==> config.mk <==
export PLATFORM = sky130hd
export DESIGN_NAME = distance_vector_route_table
export DESIGN_NICKNAME = d
export VERILOG_FILES = /design/src/sv/dvrt_pkg.sv /design/src/sv/distance_vector_route_table.sv
export SDC_FILE = /design/constraint.sdc
export NUM_CORES = 1
export LEC_CHECK = 0
export BUFFER_PORTS_ARGS = -buffer_cell sky130_fd_sc_hd__buf_4
export CAP_MARGIN = 20
export CORE_UTILIZATION = 43
export DETAILED_ROUTE_END_ITERATION = 8
export RECOVER_POWER = 100
export SLEW_MARGIN = 0
export SYNTH_ARGS = -nofsm -noshare
export SYNTH_HDL_FRONTEND = slang
export SYNTH_SLANG_ARGS = --single-unit
==> constraint.sdc <==
create_clock -name clk -period 7 [get_ports clk]
set_clock_uncertainty 0.2 [all_clocks]
set_input_delay 0 -clock clk [delete_from_list [all_inputs] [get_ports clk]]
set_output_delay 0 -clock clk [all_outputs]
set_load 0.01 [all_outputs]
==> src/sv/dvrt_pkg.sv <==
`timescale 1ns / 1ps
// ----------------------------------------------------------------------------
// dvrt_pkg
// Shared types and constants of the distance-vector route table.
// ----------------------------------------------------------------------------
package dvrt_pkg;

  localparam int unsigned NODES_DEF = 16;
  localparam logic [15:0] INF_COST  = 16'hFFFF;

  typedef enum logic [2:0] {
    CMD_LOAD    = 3'd0,
    CMD_ADVERT  = 3'd1,
    CMD_SETCOST = 3'd2,
    CMD_DISABLE = 3'd3,
    CMD_PROBE   = 3'd4,
    CMD_CRASH   = 3'd5,
    CMD_READ    = 3'd6,
    CMD_BAD     = 3'd7
  } cmd_t;

  typedef enum logic [2:0] {
    ST_DONE    = 3'd0,
    ST_INVALID = 3'd1,
    ST_NOT_NB  = 3'd2,
    ST_SAME    = 3'd3,
    ST_CRASHED = 3'd4
  } status_t;

  typedef enum logic [4:0] {
    S_IDLE  = 5'b00001,
    S_RD1   = 5'b00010,
    S_EXEC  = 5'b00100,
    S_WIPE  = 5'b01000,
    S_OUT   = 5'b10000
  } state_t;

endpackage

==> src/sv/distance_vector_route_table.sv <==
`timescale 1ns / 1ps
// ----------------------------------------------------------------------------
// distance_vector_route_table
// Route cost and neighbor liveness table driven by one command per transaction.
// ----------------------------------------------------------------------------
// Each transaction takes one command and returns one result. The cost table
// lives in a memory with one read and one write port, so a command reads its
// entries one per cycle: an ordinary command reads the node, reads the sender
// and updates, and offers its result in S_OUT; the next command is taken in
// the cycle after the result leaves. A crash sweeps the table in S_WIPE, one
// entry a cycle. A result stall holds the block in S_OUT. Liveness counters
// are flip-flops cleared at reset; the cost memory reads as infinity until
// an entry is written, tracked by one valid bit per entry. The input is not
// taken while a command runs.
module distance_vector_route_table
  import dvrt_pkg::*;
#(
  parameter int unsigned NODES = NODES_DEF
) (
  input  logic        clk,
  input  logic        rst_n,
  input  logic        cfg_valid,
  output logic        cfg_ready,
  input  logic [3:0]  cfg_self_index,
  input  logic        in_valid,
  output logic        in_stall,
  input  logic [2:0]  in_command,
  input  logic [3:0]  in_sender,
  input  logic [3:0]  in_node,
  input  logic [15:0] in_metric,
  input  logic        in_ack,
  input  logic        out_stall,
  output logic        out_valid,
  output logic [2:0]  out_status,
  output logic [15:0] out_node_cost,
  output logic [1:0]  out_node_liveness,
  output logic [4:0]  out_link_count
);

  localparam int unsigned IW = (NODES > 1) ? $clog2(NODES) : 1;
  localparam int unsigned LW = $clog2(NODES + 1);

  state_t state_r, state_nxt;

  logic [3:0]    self_r;
  logic [15:0]   mem [NODES];
  logic [NODES-1:0] vld_r;
  logic [1:0]    live_r [NODES];
  logic [LW-1:0] links_r;
  logic          crashed_r;

  logic [2:0]  cmd_r;
  logic [3:0]  snd_r, nd_r;
  logic [15:0] m_r;
  logic        ack_r;
  logic [15:0] rd_r, c_r;
  logic [IW-1:0] rd_addr;
  logic        rd_vld_r;
  logic [IW-1:0] wipe_r;

  // Config is taken only while idle
  assign cfg_ready = state_r == S_IDLE;
  assign in_stall  = state_r != S_IDLE;

  always_ff @(posedge clk) begin
    if (!rst_n) self_r <= 4'd0;
    else if (cfg_valid && cfg_ready) self_r <= cfg_self_index;
  end

  // Argument decode
  logic nd_ok, snd_ok, nd_self, snd_self;
  logic [IW-1:0] nd_i, snd_i;
  assign nd_ok    = {28'd0, nd_r} < NODES;
  assign snd_ok   = {28'd0, snd_r} < NODES;
  assign nd_self  = nd_r == self_r;
  assign snd_self = snd_r == self_r;
  assign nd_i     = IW'(nd_r);
  assign snd_i    = IW'(snd_r);

  // Memory read: node in S_RD1 cycle, sender in S_EXEC cycle prep
  assign rd_addr = (state_r == S_IDLE) ? IW'(in_node) : snd_i;
  always_ff @(posedge clk) begin
    rd_r     <= mem[rd_addr];
    rd_vld_r <= vld_r[rd_addr];
  end
  logic [15:0] rd_cost;
  assign rd_cost = rd_vld_r ? rd_r : INF_COST;

  // Input capture
  always_ff @(posedge clk) begin
    if (state_r == S_IDLE && in_valid) begin
      cmd_r <= in_command;
      snd_r <= in_sender;
      nd_r  <= in_node;
      m_r   <= in_metric;
      ack_r <= in_ack;
    end
    if (state_r == S_RD1) c_r <= rd_cost;
  end

  // Shared update unit
  logic [16:0]   sum;
  logic [15:0]   s_sat;
  logic [15:0]   cs;
  logic [1:0]    ln, ls;
  logic          we;
  logic [IW-1:0] wa;
  logic [15:0]   wd;
  logic [1:0]    lnd_nxt, lsnd_nxt;
  logic          wr_lnd, wr_lsnd;
  logic          up, down, chg, up_snd;
  status_t       st;

  assign cs    = rd_cost;
  assign sum   = {1'b0, cs} + {1'b0, m_r};
  assign s_sat = sum[16] ? INF_COST : sum[15:0];
  assign ln    = nd_ok ? live_r[nd_i] : 2'd0;
  assign ls    = snd_ok ? live_r[snd_i] : 2'd0;

  always_comb begin
    we = 1'b0; wa = nd_i; wd = m_r;
    wr_lnd = 1'b0; lnd_nxt = ln;
    wr_lsnd = 1'b0; lsnd_nxt = 2'd1;
    up = 1'b0; down = 1'b0; chg = 1'b0; up_snd = 1'b0;
    st = ST_DONE;
    if (crashed_r && cmd_r != CMD_READ && cmd_r != CMD_BAD) begin
      st = ST_CRASHED;
    end else begin
      unique case (cmd_t'(cmd_r))
        CMD_LOAD: begin
          if (!nd_ok || nd_self || m_r == 16'd0 || m_r == INF_COST) st = ST_INVALID;
          else begin
            up = ln == 2'd0; wr_lnd = 1'b1; lnd_nxt = 2'd1; we = 1'b1;
          end
        end
        CMD_ADVERT: begin
          if (!snd_ok || snd_self || !nd_ok) st = ST_INVALID;
          else begin
            // sender link counts first, then any change for the node
            wr_lsnd = 1'b1;
            if (ls == 2'd0) begin up_snd = 1'b1; chg = 1'b1; end
            if (ls != 2'd1) chg = 1'b1;
            if (m_r != 16'd0) begin
              if (nd_self) begin
                if (cs != m_r) begin we = 1'b1; wa = snd_i; wd = m_r; chg = 1'b1; end
              end else if (c_r == INF_COST && m_r != INF_COST) begin
                if (ln == 2'd0 && !(nd_r == snd_r)) begin
                  we = 1'b1; wd = s_sat; up = 1'b1; chg = 1'b1;
                end
              end else if (c_r != INF_COST && m_r == INF_COST) begin
                if (ln == 2'd0 && !(nd_r == snd_r)) begin
                  we = 1'b1; wd = INF_COST; down = 1'b1; chg = 1'b1;
                end
              end else if (c_r != INF_COST && m_r != INF_COST) begin
                if ((ln == 2'd0 && !(nd_r == snd_r)) || c_r > s_sat) begin
                  if (c_r != s_sat) begin we = 1'b1; wd = s_sat; chg = 1'b1; end
                end
              end
            end
            st = chg ? ST_DONE : ST_SAME;
          end
        end
        CMD_SETCOST: begin
          if (!nd_ok || nd_self || m_r == 16'd0) st = ST_INVALID;
          else if (ln == 2'd0) st = ST_NOT_NB;
          else if (c_r == m_r) st = ST_SAME;
          else begin
            we = 1'b1;
            if (m_r == INF_COST) begin down = 1'b1; wr_lnd = 1'b1; lnd_nxt = 2'd0; end
          end
        end
        CMD_DISABLE: begin
          if (!nd_ok || nd_self) st = ST_INVALID;
          else if (ln == 2'd0) st = ST_NOT_NB;
          else if (c_r == INF_COST) st = ST_SAME;
          else begin
            we = 1'b1; wd = INF_COST; down = 1'b1; wr_lnd = 1'b1; lnd_nxt = 2'd0;
          end
        end
        CMD_PROBE: begin
          if (!nd_ok) st = ST_INVALID;
          else if (ln == 2'd0) st = ST_NOT_NB;
          else if (ack_r) begin wr_lnd = 1'b1; lnd_nxt = 2'd1; end
          else if (ln == 2'd3) begin
            we = 1'b1; wd = INF_COST; down = 1'b1; wr_lnd = 1'b1; lnd_nxt = 2'd0;
          end else begin wr_lnd = 1'b1; lnd_nxt = ln + 2'd1; end
        end
        CMD_CRASH: st = ST_DONE;
        CMD_READ:  st = nd_ok ? ST_DONE : ST_INVALID;
        default:   st = ST_INVALID;
      endcase
    end
  end

  // Link count: sender step, then node step, each saturating
  logic [LW-1:0] links_mid, links_nxt;
  always_comb begin
    links_mid = links_r;
    if (up_snd && {{(32-LW){1'b0}}, links_r} < NODES) links_mid = links_r + LW'(1);
    links_nxt = links_mid;
    if (up && {{(32-LW){1'b0}}, links_mid} < NODES) links_nxt = links_mid + LW'(1);
    else if (down && links_mid != '0) links_nxt = links_mid - LW'(1);
  end

  // Sequencer
  always_comb begin
    state_nxt = state_r;
    unique case (state_r)
      S_IDLE: if (in_valid) state_nxt = S_RD1;
      S_RD1:  state_nxt = S_EXEC;
      S_EXEC: state_nxt = (cmd_r == CMD_CRASH && !crashed_r) ? S_WIPE : S_OUT;
      S_WIPE: if ({{(32-IW){1'b0}}, wipe_r} == NODES - 1) state_nxt = S_OUT;
      S_OUT:  if (!out_stall) state_nxt = S_IDLE;
      default: state_nxt = S_IDLE;
    endcase
  end

  always_ff @(posedge clk) begin
    if (!rst_n) state_r <= S_IDLE;
    else        state_r <= state_nxt;
  end

  // Cost memory write port
  logic          mwe;
  logic [IW-1:0] mwa;
  logic [15:0]   mwd;
  always_comb begin
    mwe = (state_r == S_EXEC) && we;
    mwa = wa;
    mwd = wd;
    if (state_r == S_WIPE) begin mwe = 1'b1; mwa = wipe_r; mwd = INF_COST; end
  end
  always_ff @(posedge clk) begin
    if (mwe) mem[mwa] <= mwd;
  end

  // Table control state
  always_ff @(posedge clk) begin
    if (!rst_n) begin
      vld_r     <= '0;
      links_r   <= '0;
      crashed_r <= 1'b0;
      wipe_r    <= '0;
      for (int i = 0; i < NODES; i++) live_r[i] <= 2'd0;
    end else begin
      if (mwe) vld_r[mwa] <= 1'b1;
      if (state_r == S_EXEC) begin
        wipe_r <= '0;
        if (wr_lsnd) live_r[snd_i] <= lsnd_nxt;
        if (wr_lnd)  live_r[nd_i]  <= lnd_nxt;
        links_r <= links_nxt;
        if (cmd_r == CMD_CRASH && !crashed_r) begin
          crashed_r <= 1'b1;
          links_r   <= '0;
          for (int i = 0; i < NODES; i++) live_r[i] <= 2'd0;
        end
      end
      if (state_r == S_WIPE) wipe_r <= wipe_r + 1'b1;
    end
  end

  // Result register; node cost comes from the write data when the node entry is written, else from the earlier read
  logic [2:0] st_r;
  always_ff @(posedge clk) begin
    if (state_r == S_EXEC) st_r <= st;
  end

  logic [15:0] out_c_r;
  always_ff @(posedge clk) begin
    if (state_r == S_EXEC) begin
      if (mwe && mwa == nd_i) out_c_r <= mwd;
      else if (nd_self && cmd_r == CMD_ADVERT) out_c_r <= c_r;
      else out_c_r <= c_r;
    end else if (state_r == S_WIPE) out_c_r <= INF_COST;
  end

  assign out_valid         = state_r == S_OUT;
  assign out_status        = st_r;
  assign out_node_cost     = nd_ok ? out_c_r : INF_COST;
  assign out_node_liveness = nd_ok ? live_r[nd_i] : 2'd0;
  assign out_link_count    = 5'(links_r);

  // Checks
  a_link_max: assert property (@(posedge clk) disable iff (!rst_n)
    {{(32-LW){1'b0}}, links_r} <= NODES) else $error("link count over limit");
  a_crash_zero: assert property (@(posedge clk) disable iff (!rst_n)
    (crashed_r && state_r == S_IDLE) |-> links_r == '0) else $error("links after crash");
  a_no_take: assert property (@(posedge clk) disable iff (!rst_n)
    (state_r != S_IDLE) |-> in_stall) else $error("input taken while busy");

endmodule

==> run_results.csv, run 1 <==
group,metric,value,unit
sta,timing.slew.headroom,-89.1,%
routing,wl_met1,22400,µm
synthesis,synth_ff_type,"edfxtp_1",
die,io-pin-count,66,
routing,dr.pass1.iters,6,
synthesis,synth_top_area_share,54.3,%
worst_setup_path,path_depth,19,
routing,dr.max_layer_used,"met4",
worst_setup_path,slowest_stage,"o22a_1",
clocking,ctsHtreeMaxLevel,2,
worst_setup_path,startpoint_type,"register",
synthesis,synthTopCellsByArea,"edfxtp_1, mux4_2, dfxtp_1, nand2_1, ha_1",
final_layout,n_fill_cell,3782,
synthesis,synthCells,1462,
die,core_area,44300,µm²
routing,drt_iter0_markers,1184,
grt,first_global_vias,12900,
hold_path,hold_path.class,"in2reg",
clocking,clock_path_buffers,3,
worst_setup_path,crit_arrival,6.47,ns
clocking,clock_sinks,411,
grt,track_usage,22.5,%
routing,wl,51100,µm
final_layout,n_antenna_cell,0,
die,row_count,77,
power_and_ir_drop,vdd_drop_max,270,µV
clocking,cts_tree,"yes",
worst_setup_path,cp-end-kind,"register",
clocking,clkTransAtPathRegs,0.06,ns
synthesis,synth_edf_count,351,
routing,ant_nets,0,
final_layout,multi_input_area,7270,µm²
synthesis,syn_area,19400,µm²
die,fp.dieH,214,µm
sta,worstMarginPinSlew,2.84,ns
die,die_area,46000,µm²
sta,setup_violations,0,
worst_setup_path,crit_chain,"nand2b_1 > ha_1 > inv_1 > fa_1 > nand3b_1 > a21oi_1 > o211a_1 > o22a_1 > nor2_1 > ha_1 > a21oi_1 > o21ai_0 > a2111oi_0 > a211o_1 > a21oi_1 > a211o_1 > nand4_1 > nor2_2 > clkbuf_2",
synthesis,seq_area_frac_synth,60.5,%
clocking,insertion_delay,0.58,ns
worst_setup_path,crit_fanout,21,
sta,min_period_over_period,92.2,%
routing,wire_per_inst,22.8,µm
worst_setup_path,cp.buffers_inverters,2,
worst_setup_path,worstPathRequired,7.01,ns
worst_setup_path,crit_start,"rd_vld_r$_DFF_P_",
final_layout,fin_util,51.1,%
worst_setup_path,max_stage_delay,0.65,ns
worst_setup_path,regToRegSetupSlack,0.54,ns
die,initial_utilization,43.8,%
placement,routabilityCongestion,0.926,
routing,drc_errors,0,
worst_setup_path,cp-endpoint,"mem[14][13]$_DFFE_PP_",
synthesis,synth.avg_cell_area,13.3,µm²
placement,dp_hpwl,34700,µm
worst_setup_path,crit_family,"compound AO/OA/AOI/OAI gates",
power_and_ir_drop,powerDensity,308,nW/µm²
sta,hold_viol,0,
routing,vias,13100,
worst_setup_path,r2r_cells,19,
synthesis,syn_nets,1540,
sta,finalSetupTns,0,ns
synthesis,synth_seq_cells,411,
synthesis,ys_top_cells_by_count,"edfxtp_1, nand2_1, nor2_1",
power_and_ir_drop,leakage,7.72,nW
run_status,violations,"capacitance limit, slew limit",
sta,fmax,155,MHz
die,die_w,214,µm
grt,grt_max_degree,69,
clocking,post_cts_resized,0,
run_status,outcome,"finished, violations left",
synthesis,yosysMostFrequentCell,"edfxtp_1",
routing,drt-vias-per-instance,5.84,
routing,wl_met2,24300,µm
clocking,root_buffer,"clkbuf_16",
clocking,numCtsBuffers,44,
final_layout,area_delta_synth_final,16.7,%
grt,grt_pass1_wl,78600,µm
synthesis,async_reset_ff_share,0,%
final_layout,regArea,11700,µm²
routing,wl_met3,3130,µm
worst_setup_path,cp_common_cell,"a21oi_1",
worst_setup_path,r2r-start,"rd_vld_r$_DFF_P_",
sta,drv_slew,83,
grt,grt-ovfl-total,0,
synthesis,ys_types,84,
grt,antenna_found_initial,0,
flow_run,drv_cap,2,
final_layout,drive_gt1_share,14.9,%
sta,rsz0062_at_grt,"false",
worst_setup_path,crit_type,"reg2reg",
synthesis,yosysTopAreaCell,"edfxtp_1",
worst_setup_path,worstReg2RegEnd,"mem[14][13]$_DFFE_PP_",
final_layout,nets,1690,
placement,port_buffers,65,
sta,finalCriticalPeriod,6.46,ns
synthesis,yosys_warnings,0,
## layout by cell type, fill, tap and decap left out, types with 8 or more instances in the layout
| cell type | netlist | final |
|---|---|---|
| a21o_1 | 8 | 8 |
| clkbuf_4 | 0 | 32 |
| nor3b_1 | 8 | 8 |
| buf_4 | 4 | 22 |
| clkbuf_2 | 0 | 12 |
| a211oi_1 | 27 | 27 |
| o21a_1 | 11 | 11 |
| xnor2_1 | 17 | 17 |
| ha_1 | 40 | 40 |
| o31ai_1 | 10 | 10 |
| inv_1 | 29 | 30 |
| a21oi_1 | 43 | 43 |
| edfxtp_1 | 351 | 351 |
| nor3_1 | 25 | 20 |
| xor2_1 | 30 | 30 |
| and3_1 | 10 | 10 |
| nor2_1 | 103 | 99 |
| nor4_1 | 23 | 23 |
| mux4_2 | 79 | 79 |
| nand2_1 | 156 | 156 |
| o21ai_0 | 47 | 57 |
| or3_1 | 15 | 15 |
| nor2b_1 | 13 | 13 |
| nand3_1 | 32 | 32 |
| clkbuf_1 | 52 | 54 |
| dlygate4sd3_1 | 0 | 71 |
| a31oi_1 | 23 | 23 |
| o211ai_1 | 9 | 9 |
| nand4_1 | 19 | 19 |
| clkbuf_16 | 0 | 45 |
| dfxtp_1 | 60 | 60 |
| and2_1 | 22 | 17 |
| nand2b_1 | 32 | 32 |
| nand3b_1 | 10 | 10 |
## per-layer routing
metal	vias up	GRT usage, %
met3	83	3.32
met2	448	36.2
met4	0	7.62
met5	-	0
met1	6580	31.2
li1	5969	-
## metrics by stage
stage | hold slack [ns] | instances | instance area, µm² | power (mW) | setup slack [ns]
floorplan | -0.101 | 1462 | 19400 | 4.17 | 0.695
global placement | -0.0205 | 2085 | 20700 | 4.76 | 0.905
detailed placement | -0.0205 | 2086 | 20700 | 4.77 | 0.683
CTS | 0.00297 | 2238 | 22800 | 7.03 | 0.632
global route | 0.132 | 2239 | 22600 | 7.28 | 0.0364
finish | 0.131 | 2239 | 22600 | 6.98 | 0.543
## report_power, final
| part | total (mW) | switching, mW | internal (mW) | leakage (nW) |
|---|---|---|---|---|
| combinational | 1.73 | 1.06 | 0.669 | 3.33 |
| clock | 2.23 | 0.977 | 1.25 | 0.672 |
| sequential | 3.02 | 0.136 | 2.89 | 3.72 |
| total | 6.98 | 2.17 | 4.81 | 7.72 |
## state kept, by name, indices dropped and copies added, names as in the netlist, named ones only
| name | count |
|---|---|
| mem | 256 |
| live_r | 32 |
| c_r | 16 |
| m_r | 16 |
| out_node_cost | 16 |
| rd_r | 16 |
| vld_r | 16 |
| out_link_count | 5 |
| state_r | 5 |
| nd_i | 4 |
| self_r | 4 |
| snd_i | 4 |
| wipe_r | 4 |
| cmd_r | 3 |
| out_status | 3 |
| ack_r | 1 |
| crashed_r | 1 |
| rd_vld_r | 1 |
## how the worst min path moves through the flow
stage,start,end,slack [ns],cells after the start
2_1_floorplan,in_ack,ack_r$_DFFE_PP_,-0.10,0
3_3_place_gp,in_metric[11],m_r[11]$_DFFE_PP_,-0.02,1
3_5_place_dp,in_command[0],cmd_r[0]$_DFFE_PP_,-0.02,1
4_1_cts,in_node[0],register,0.003,4
5_1_grt,in_node[0],register,0.13,4
6_report,out_stall,state_r[4]$_SDFFE_PN0P_,0.13,5
## final cells by class
class | instances | area share, %
clock inverter | 21 | 0.862
clock buffer | 60 | 5.27
multi-input combinational | 942 | 32.1
inverter | 31 | 0.514
sequential | 411 | 51.9
tap | 592 | 3.27
timing repair buffer | 182 | 6.07
## cells by family (layout without fill, tap and decap cells)
family / Yosys count / in the layout / synth area share [%]
DFF: 411 / 411 / 60.5
xor gates and xnor gates: 47 / 47 / 2.12
adders and majority gates: 41 / 41 / 2.68
muxes: 91 / 91 / 9.81
buffers and inverters: 109 / 294 / 2.40
and+or+nand+nor: 502 / 502 / 13.1
AOI/OAI and AO/OA: 261 / 261 / 9.29
## tightest hold or removal path, delay by kind of cell
family / cells / cell delay, ns
AOI/OAI and AO/OA: 1 / 0.06
buffers and inverters: 2 / 0.64
and+or+nand+nor: 2 / 0.17
## repair_timing
| action | 4_1_cts | 5_1_grt |
|---|---|---|
| buffers inserted | 0 | 0 |
| hold endpoints to repair | 90 | 0 |
| hold buffers | 71 | 0 |
(Power assumes the default switching activity.)
==> run 2, diff against run 1 <==
--- a/config.mk
+++ b/config.mk
@@ -10,4 +10,6 @@
 export CORE_UTILIZATION = 43
+export CTS_BUF_LIST = sky130_fd_sc_hd__clkbuf_4 sky130_fd_sc_hd__clkbuf_8 sky130_fd_sc_hd__clkbuf_16
 export DETAILED_ROUTE_END_ITERATION = 8
 export RECOVER_POWER = 100
+export SKIP_LAST_GASP = 1
 export SLEW_MARGIN = 0
==> constraint.sdc (replaced) <==
create_clock -name clk -period 7 [get_ports clk]
set_clock_uncertainty 0.2 [all_clocks]
set_input_delay 1.75 -clock clk [delete_from_list [all_inputs] [get_ports clk]]
set_output_delay 1.75 -clock clk [all_outputs]
set_load 0.01 [all_outputs]
==> run_results.csv, run 2 (synthesized netlist as in run 1, its figures left out) <==
group,metric,value,unit
run_status,outcome,"finished, violations left",
run_status,violations,"capacitance limit, slew limit",
clocking,clock_path_buffers,3,
die,core_area,44300,µm²
sta,setup_violations,0,
sta,timing.slew.headroom,-42.6,%
placement,port_buffers,65,
power_and_ir_drop,vdd_drop_max,242,µV
final_layout,reg.largest.list,"mem (256), live_r (32)",
final_layout,layout_common_cells,"edfxtp_1, nand2_1, nor2_1",
worst_setup_path,max_stage_delay,1.68,ns
grt,first_global_vias,12600,
grt,met3_usage,3.21,%
die,fp.dieH,214,µm
placement,routabilityCongestion,0.909,
sta,finalCriticalPeriod,6.42,ns
power_and_ir_drop,powerDensity,327,nW/µm²
final_layout,regArea,11700,µm²
die,die_w,214,µm
sta,hold_viol,0,
routing,wl,50700,µm
clocking,ctsHtreeMaxLevel,2,
sta,fmax,156,MHz
clocking,numCtsBuffers,46,
grt,grt-ovfl-total,0,
final_layout,area_delta_synth_final,14.0,%
hold_path,hold_path.class,"reg2reg",
final_layout,fin_util,49.9,%
worst_setup_path,crit_arrival,6.63,ns
worst_setup_path,worstReg2RegEnd,"rd_r[11]$_DFF_P_",
worst_setup_path,cp-end-kind,"register",
grt,met1_usage,31.3,%
routing,ant_nets,0,
final_layout,multi_input_area,7260,µm²
worst_setup_path,crit_start,"state_r[1]$_SDFFE_PN0P_",
grt,grt_pass1_wl,77600,µm
grt,track_usage,22.2,%
worst_setup_path,startpoint_type,"register",
power_and_ir_drop,leakage,7.51,nW
routing,drc_errors,0,
final_layout,n_fill_cell,3940,
routing,wire_per_inst,23.3,µm
worst_setup_path,r2r-start,"state_r[1]$_SDFFE_PN0P_",
clocking,post_cts_resized,0,
die,row_count,77,
placement,pre_cts_ws,0.767,ns
final_layout,largest_reg_flops,256,
sta,postLayoutSetupSlackWorst,0.581,ns
grt,gr-max-usage-layer,"met2",
placement,dp_hpwl,34500,µm
worst_setup_path,regToRegSetupSlack,0.58,ns
clocking,root_buffer,"clkbuf_16",
clocking,cts_tree,"yes",
sta,drv_slew,153,
worst_setup_path,path_depth,9,
worst_setup_path,worstPathRequired,7.22,ns
routing,dr.pass1.iters,5,
routing,drt_iter0_markers,1223,
final_layout,drive_gt1_share,16.0,%
worst_setup_path,crit_chain,"or3_1 > or3b_1 > inv_1 > mux2i_1 > clkbuf_1 > mux4_2 > and2_0 > a211oi_1 > a31oi_1",
worst_setup_path,cp.buffers_inverters,2,
grt,grt_use_met2,35.4,%
routing,vias,12800,
die,die_area,46000,µm²
die,io-pin-count,66,
die,initial_utilization,43.8,%
worst_setup_path,crit_type,"reg2reg",
sta,rsz0062_at_grt,"false",
worst_setup_path,slowest_stage,"mux2i_1",
clocking,clkTransAtPathRegs,0.06,ns
worst_setup_path,cp-endpoint,"rd_r[11]$_DFF_P_",
final_layout,nets,1620,
routing,drt-vias-per-instance,5.89,
final_layout,layout_commonest_cell,"edfxtp_1",
worst_setup_path,crit_fanout,29,
clocking,clock_sinks,411,
clocking,postCtsSetupRepairBufs,0,
final_layout,top_register,"mem",
grt,grt_max_degree,69,
flow_run,drv_cap,5,
sta,min_period_over_period,91.7,%
worst_setup_path,r2r_cells,9,
sta,finalSetupTns,0,ns
clocking,ctsHoldBuffers,0,
clocking,insertion_delay,0.60,ns
sta,worstMarginPinSlew,2.08,ns
final_layout,n_antenna_cell,0,
worst_setup_path,crit_family,"multiplexers",
grt,antenna_found_initial,0,
-- run 2: cell types whose count changed in the layout (fill, tap and decap cells not counted), moves of 3 or more --
cell	previous run	this run
clkbuf_4	32	27
buf_2	3	0
clkbuf_1	54	48
dlygate4sd3_1	71	0
and2_1	17	13
and2_0	7	11
buf_4	22	28
clkinvlp_4	1	4
bufinv_16	1	6
-- run 2: worst min-delay path by stage --
| stage | startpoint | to | slack (ns) | cells past startpoint |
|---|---|---|---|---|
| after global placement | vld_r[6]$_SDFFE_PN0N_ | vld_r[6]$_SDFFE_PN0N_ | 0.23 | 2 |
| after detailed placement | vld_r[0]$_SDFFE_PN0N_ | vld_r[0]$_SDFFE_PN0N_ | 0.24 | 2 |
| after CTS | vld_r[6]$_SDFFE_PN0N_ | vld_r[6]$_SDFFE_PN0N_ | 0.25 | 2 |
| after floorplan | vld_r[14]$_SDFFE_PN0N_ | vld_r[14]$_SDFFE_PN0N_ | 0.22 | 2 |
| after global routing | vld_r[0]$_SDFFE_PN0N_ | vld_r[0]$_SDFFE_PN0N_ | 0.28 | 2 |
| final | vld_r[0]$_SDFFE_PN0N_ | vld_r[0]$_SDFFE_PN0N_ | 0.25 | 2 |
-- run 2: area by class of cell --
| cell class | count | area share [%] |
|---|---|---|
| timing repair buffer | 110 | 2.88 |
| tap | 592 | 3.35 |
| sequential | 411 | 53.1 |
| clock buffer | 54 | 5.61 |
| inverter | 31 | 0.526 |
| clock inverter | 30 | 1.70 |
| multi-input combinational | 942 | 32.8 |
-- run 2: metal layers --
metal  wire length [µm]  up-vias  part of all wire [%]
li1                   -     5825                     -
met1              22700     6440                    45
met2              23800      429                    47
met3               2780       84                   5.5
met4               1440        0                   2.8
met5                  0        -                     0
-- run 2: worst min-delay path, delay by kind of cell, from the launching register on --
family	cells	cell delay, ns
AO/OA/AOI/OAI	1	0.05
flip-flops	1	0.32
AND/OR/NAND/NOR	1	0.05
-- run 2: stage by stage --
step	instances	cell area (µm²)	power [mW]	hold WS, ns
after floorplan	1462	19400	4.17	0.220
after global placement	2084	20700	4.74	0.231
after detailed placement	2085	20700	4.76	0.240
after CTS	2169	22400	7.29	0.253
after global routing	2170	22100	7.53	0.279
final	2170	22100	7.23	0.253
-- run 2: where the power goes --
part           switching (mW)  internal, mW
combinational            1.04         0.634
sequential              0.134          2.89
clock                    1.02          1.51
total                    2.20          5.03
==> run 3, diff against run 2 <==
clock period = 7.8 ns   (was 7 ns; I/O delays follow)
==> run_results.csv, run 3 (synthesized netlist as in run 1, its figures left out) <==
group,metric,value,unit
run_status,outcome,"finished, violations left",
run_status,violations,"capacitance limit, slew limit",
clocking,root_buffer,"clkbuf_16",
final_layout,area_delta_synth_final,13.0,%
power_and_ir_drop,vdd_drop_max,185,µV
final_layout,finalInstanceArea,21900,µm²
clocking,ctsHtreeMaxLevel,2,
clocking,clock_sinks,411,
clocking,postCtsSetupRepairBufs,0,
final_layout,largest_reg_flops,256,
worst_setup_path,cp.buffers_inverters,2,
final_layout,reg.largest.list,"mem (256), live_r (32)",
hold_path,hold_path_end,"vld_r[11]$_SDFFE_PN0N_",
worst_setup_path,startpoint_type,"register",
die,die_w,214,µm
routing,ant_nets,0,
routing,drt-vias-per-instance,5.88,
sta,min_period_over_period,88.3,%
die,fp.dieH,214,µm
die,row_count,77,
final_layout,top_register,"mem",
sta,hold_viol,0,
final_layout,nets,1612,
sta,worstMarginPinSlew,2.53,ns
clocking,numCtsBuffers,45,
grt,first_global_vias,12600,
hold_path,hold_path.class,"reg2reg",
worst_setup_path,cp_common_cell,"a21oi_1",
die,initial_utilization,43.8,%
worst_setup_path,crit_type,"reg2reg",
hold_path,hold_depth,2,
worst_setup_path,cp-end-kind,"register",
clocking,clock_path_buffers,3,
placement,routabilityCongestion,0.927,
sta,fmax,145,MHz
final_layout,n_fill_cell,3882,
worst_setup_path,max_stage_delay,0.82,ns
die,die_area,46000,µm²
worst_setup_path,crit_arrival,6.89,ns
routing,drc_errors,0,
worst_setup_path,crit_fanout,21,
power_and_ir_drop,leakage,7.41,nW
grt,grt_max_degree,43,
worst_setup_path,crit_chain,"nand2b_1 > ha_1 > inv_1 > fa_1 > nand3b_1 > a21oi_1 > o211a_1 > o22a_1 > nor2_1 > ha_1 > a21oi_1 > o21ai_0 > a2111oi_0 > a211o_1 > a21oi_1 > a211o_1 > nand3_1 > nor3_1 > clkbuf_1",
placement,port_buffers,65,
worst_setup_path,worstReg2RegEnd,"mem[9][14]$_DFFE_PP_",
final_layout,fin_util,49.5,%
final_layout,drive_gt1_share,14.8,%
sta,rsz0062_at_grt,"false",
grt,track_usage,21.8,%
sta,setup_violations,0,
flow_run,drv_cap,3,
final_layout,layout_commonest_cell,"edfxtp_1",
worst_setup_path,crit_start,"rd_vld_r$_DFF_P_",
worst_setup_path,r2r-start,"rd_vld_r$_DFF_P_",
worst_setup_path,worstPathRequired,7.80,ns
grt,grt_pass1_wl,76500,µm
die,core_area,44300,µm²
sta,finalCriticalPeriod,6.89,ns
sta,drv_slew,92,
sta,timing.slew.headroom,-68.7,%
power_and_ir_drop,total_power,6.33,mW
sta,postLayoutSetupSlackWorst,0.911,ns
routing,wl,49600,µm
grt,grt-ovfl-total,0,
die,io-pin-count,66,
clocking,post_cts_resized,0,
worst_setup_path,regToRegSetupSlack,0.91,ns
final_layout,n_antenna_cell,0,
power_and_ir_drop,powerDensity,289,nW/µm²
placement,dp_hpwl,34200,µm
hold_path,min_from,"vld_r[11]$_SDFFE_PN0N_",
routing,drt_iter0_markers,1115,
worst_setup_path,slowest_stage,"clkbuf_1",
clocking,insertion_delay,0.60,ns
final_layout,layout_common_cells,"edfxtp_1, nand2_1, nor2_1",
sta,finalSetupTns,0,ns
clocking,clkTransAtPathRegs,0.06,ns
worst_setup_path,r2r_cells,19,
clocking,cts_tree,"yes",
routing,wire_per_inst,23.0,µm
placement,placedInstanceArea,20700,µm²
routing,dr.pass1.iters,7,
routing,vias,12700,
clocking,ctsHoldBuffers,0,
placement,pre_cts_ws,1.36,ns
grt,antenna_found_initial,0,
worst_setup_path,crit_family,"compound AO/OA/AOI/OAI gates",
## run 3: metal layers
metal	GRT usage, %	vias up	wire length (µm)
li1	-	5816	-
met1	30.2	6422	21900
met2	35.3	407	23600
met3	4.04	70	3040
met4	6.12	0	1120
met5	0	-	0
## run 3: worst register-to-register path: stages, from the launching register on
cell and delay, ns:
dfxtp_1 0.48, nand2b_1 0.18, ha_1 0.18, inv_1 0.07, fa_1 0.43, nand3b_1 0.19, a21oi_1 0.30, o211a_1 0.23
o22a_1 0.66, nor2_1 0.13, ha_1 0.33, a21oi_1 0.07, o21ai_0 0.23, a2111oi_0 0.13, a211o_1 0.34, a21oi_1 0.48
a211o_1 0.33, nand3_1 0.39, nor3_1 0.31, clkbuf_1 0.82
## run 3: through the flow
| step | std cells | hold WS, ns |
|---|---|---|
| detailed placement | 2079 | 0.244 |
| global placement | 2078 | 0.230 |
| global route | 2163 | 0.290 |
| finish | 2163 | 0.255 |
| floorplan | 1462 | 0.220 |
| CTS | 2163 | 0.253 |
## run 3: power breakdown
group          internal (mW)  switching [mW]
Clock                   1.22           0.910
Combinational          0.560           0.928
Sequential              2.59           0.128
## run 3: worst max path at each step
stage / slack (ns) / depth (start not counted) / to
after floorplan: 1.49 / 22 / mem[1][0]$_DFFE_PP_
after global placement: 1.49 / 19 / mem[6][11]$_DFFE_PP_
after detailed placement: 1.36 / 19 / mem[5][12]$_DFFE_PP_
after CTS: 1.31 / 19 / mem[1][5]$_DFFE_PP_
after global routing: 0.40 / 19 / mem[9][14]$_DFFE_PP_
final: 0.91 / 19 / mem[9][14]$_DFFE_PP_
## run 3: layout make-up
| class | count | area [µm²] | share of cell area, % |
|---|---|---|---|
| clock inverters | 32 | 299 | 1.36 |
| flip-flops and latches | 411 | 11700 | 53.6 |
| clock buffers | 52 | 1200 | 5.46 |
| repair buffers | 103 | 562 | 2.56 |
| inverters | 31 | 116 | 0.531 |
| well taps | 592 | 741 | 3.38 |
| multi-input cells | 942 | 7260 | 33.1 |
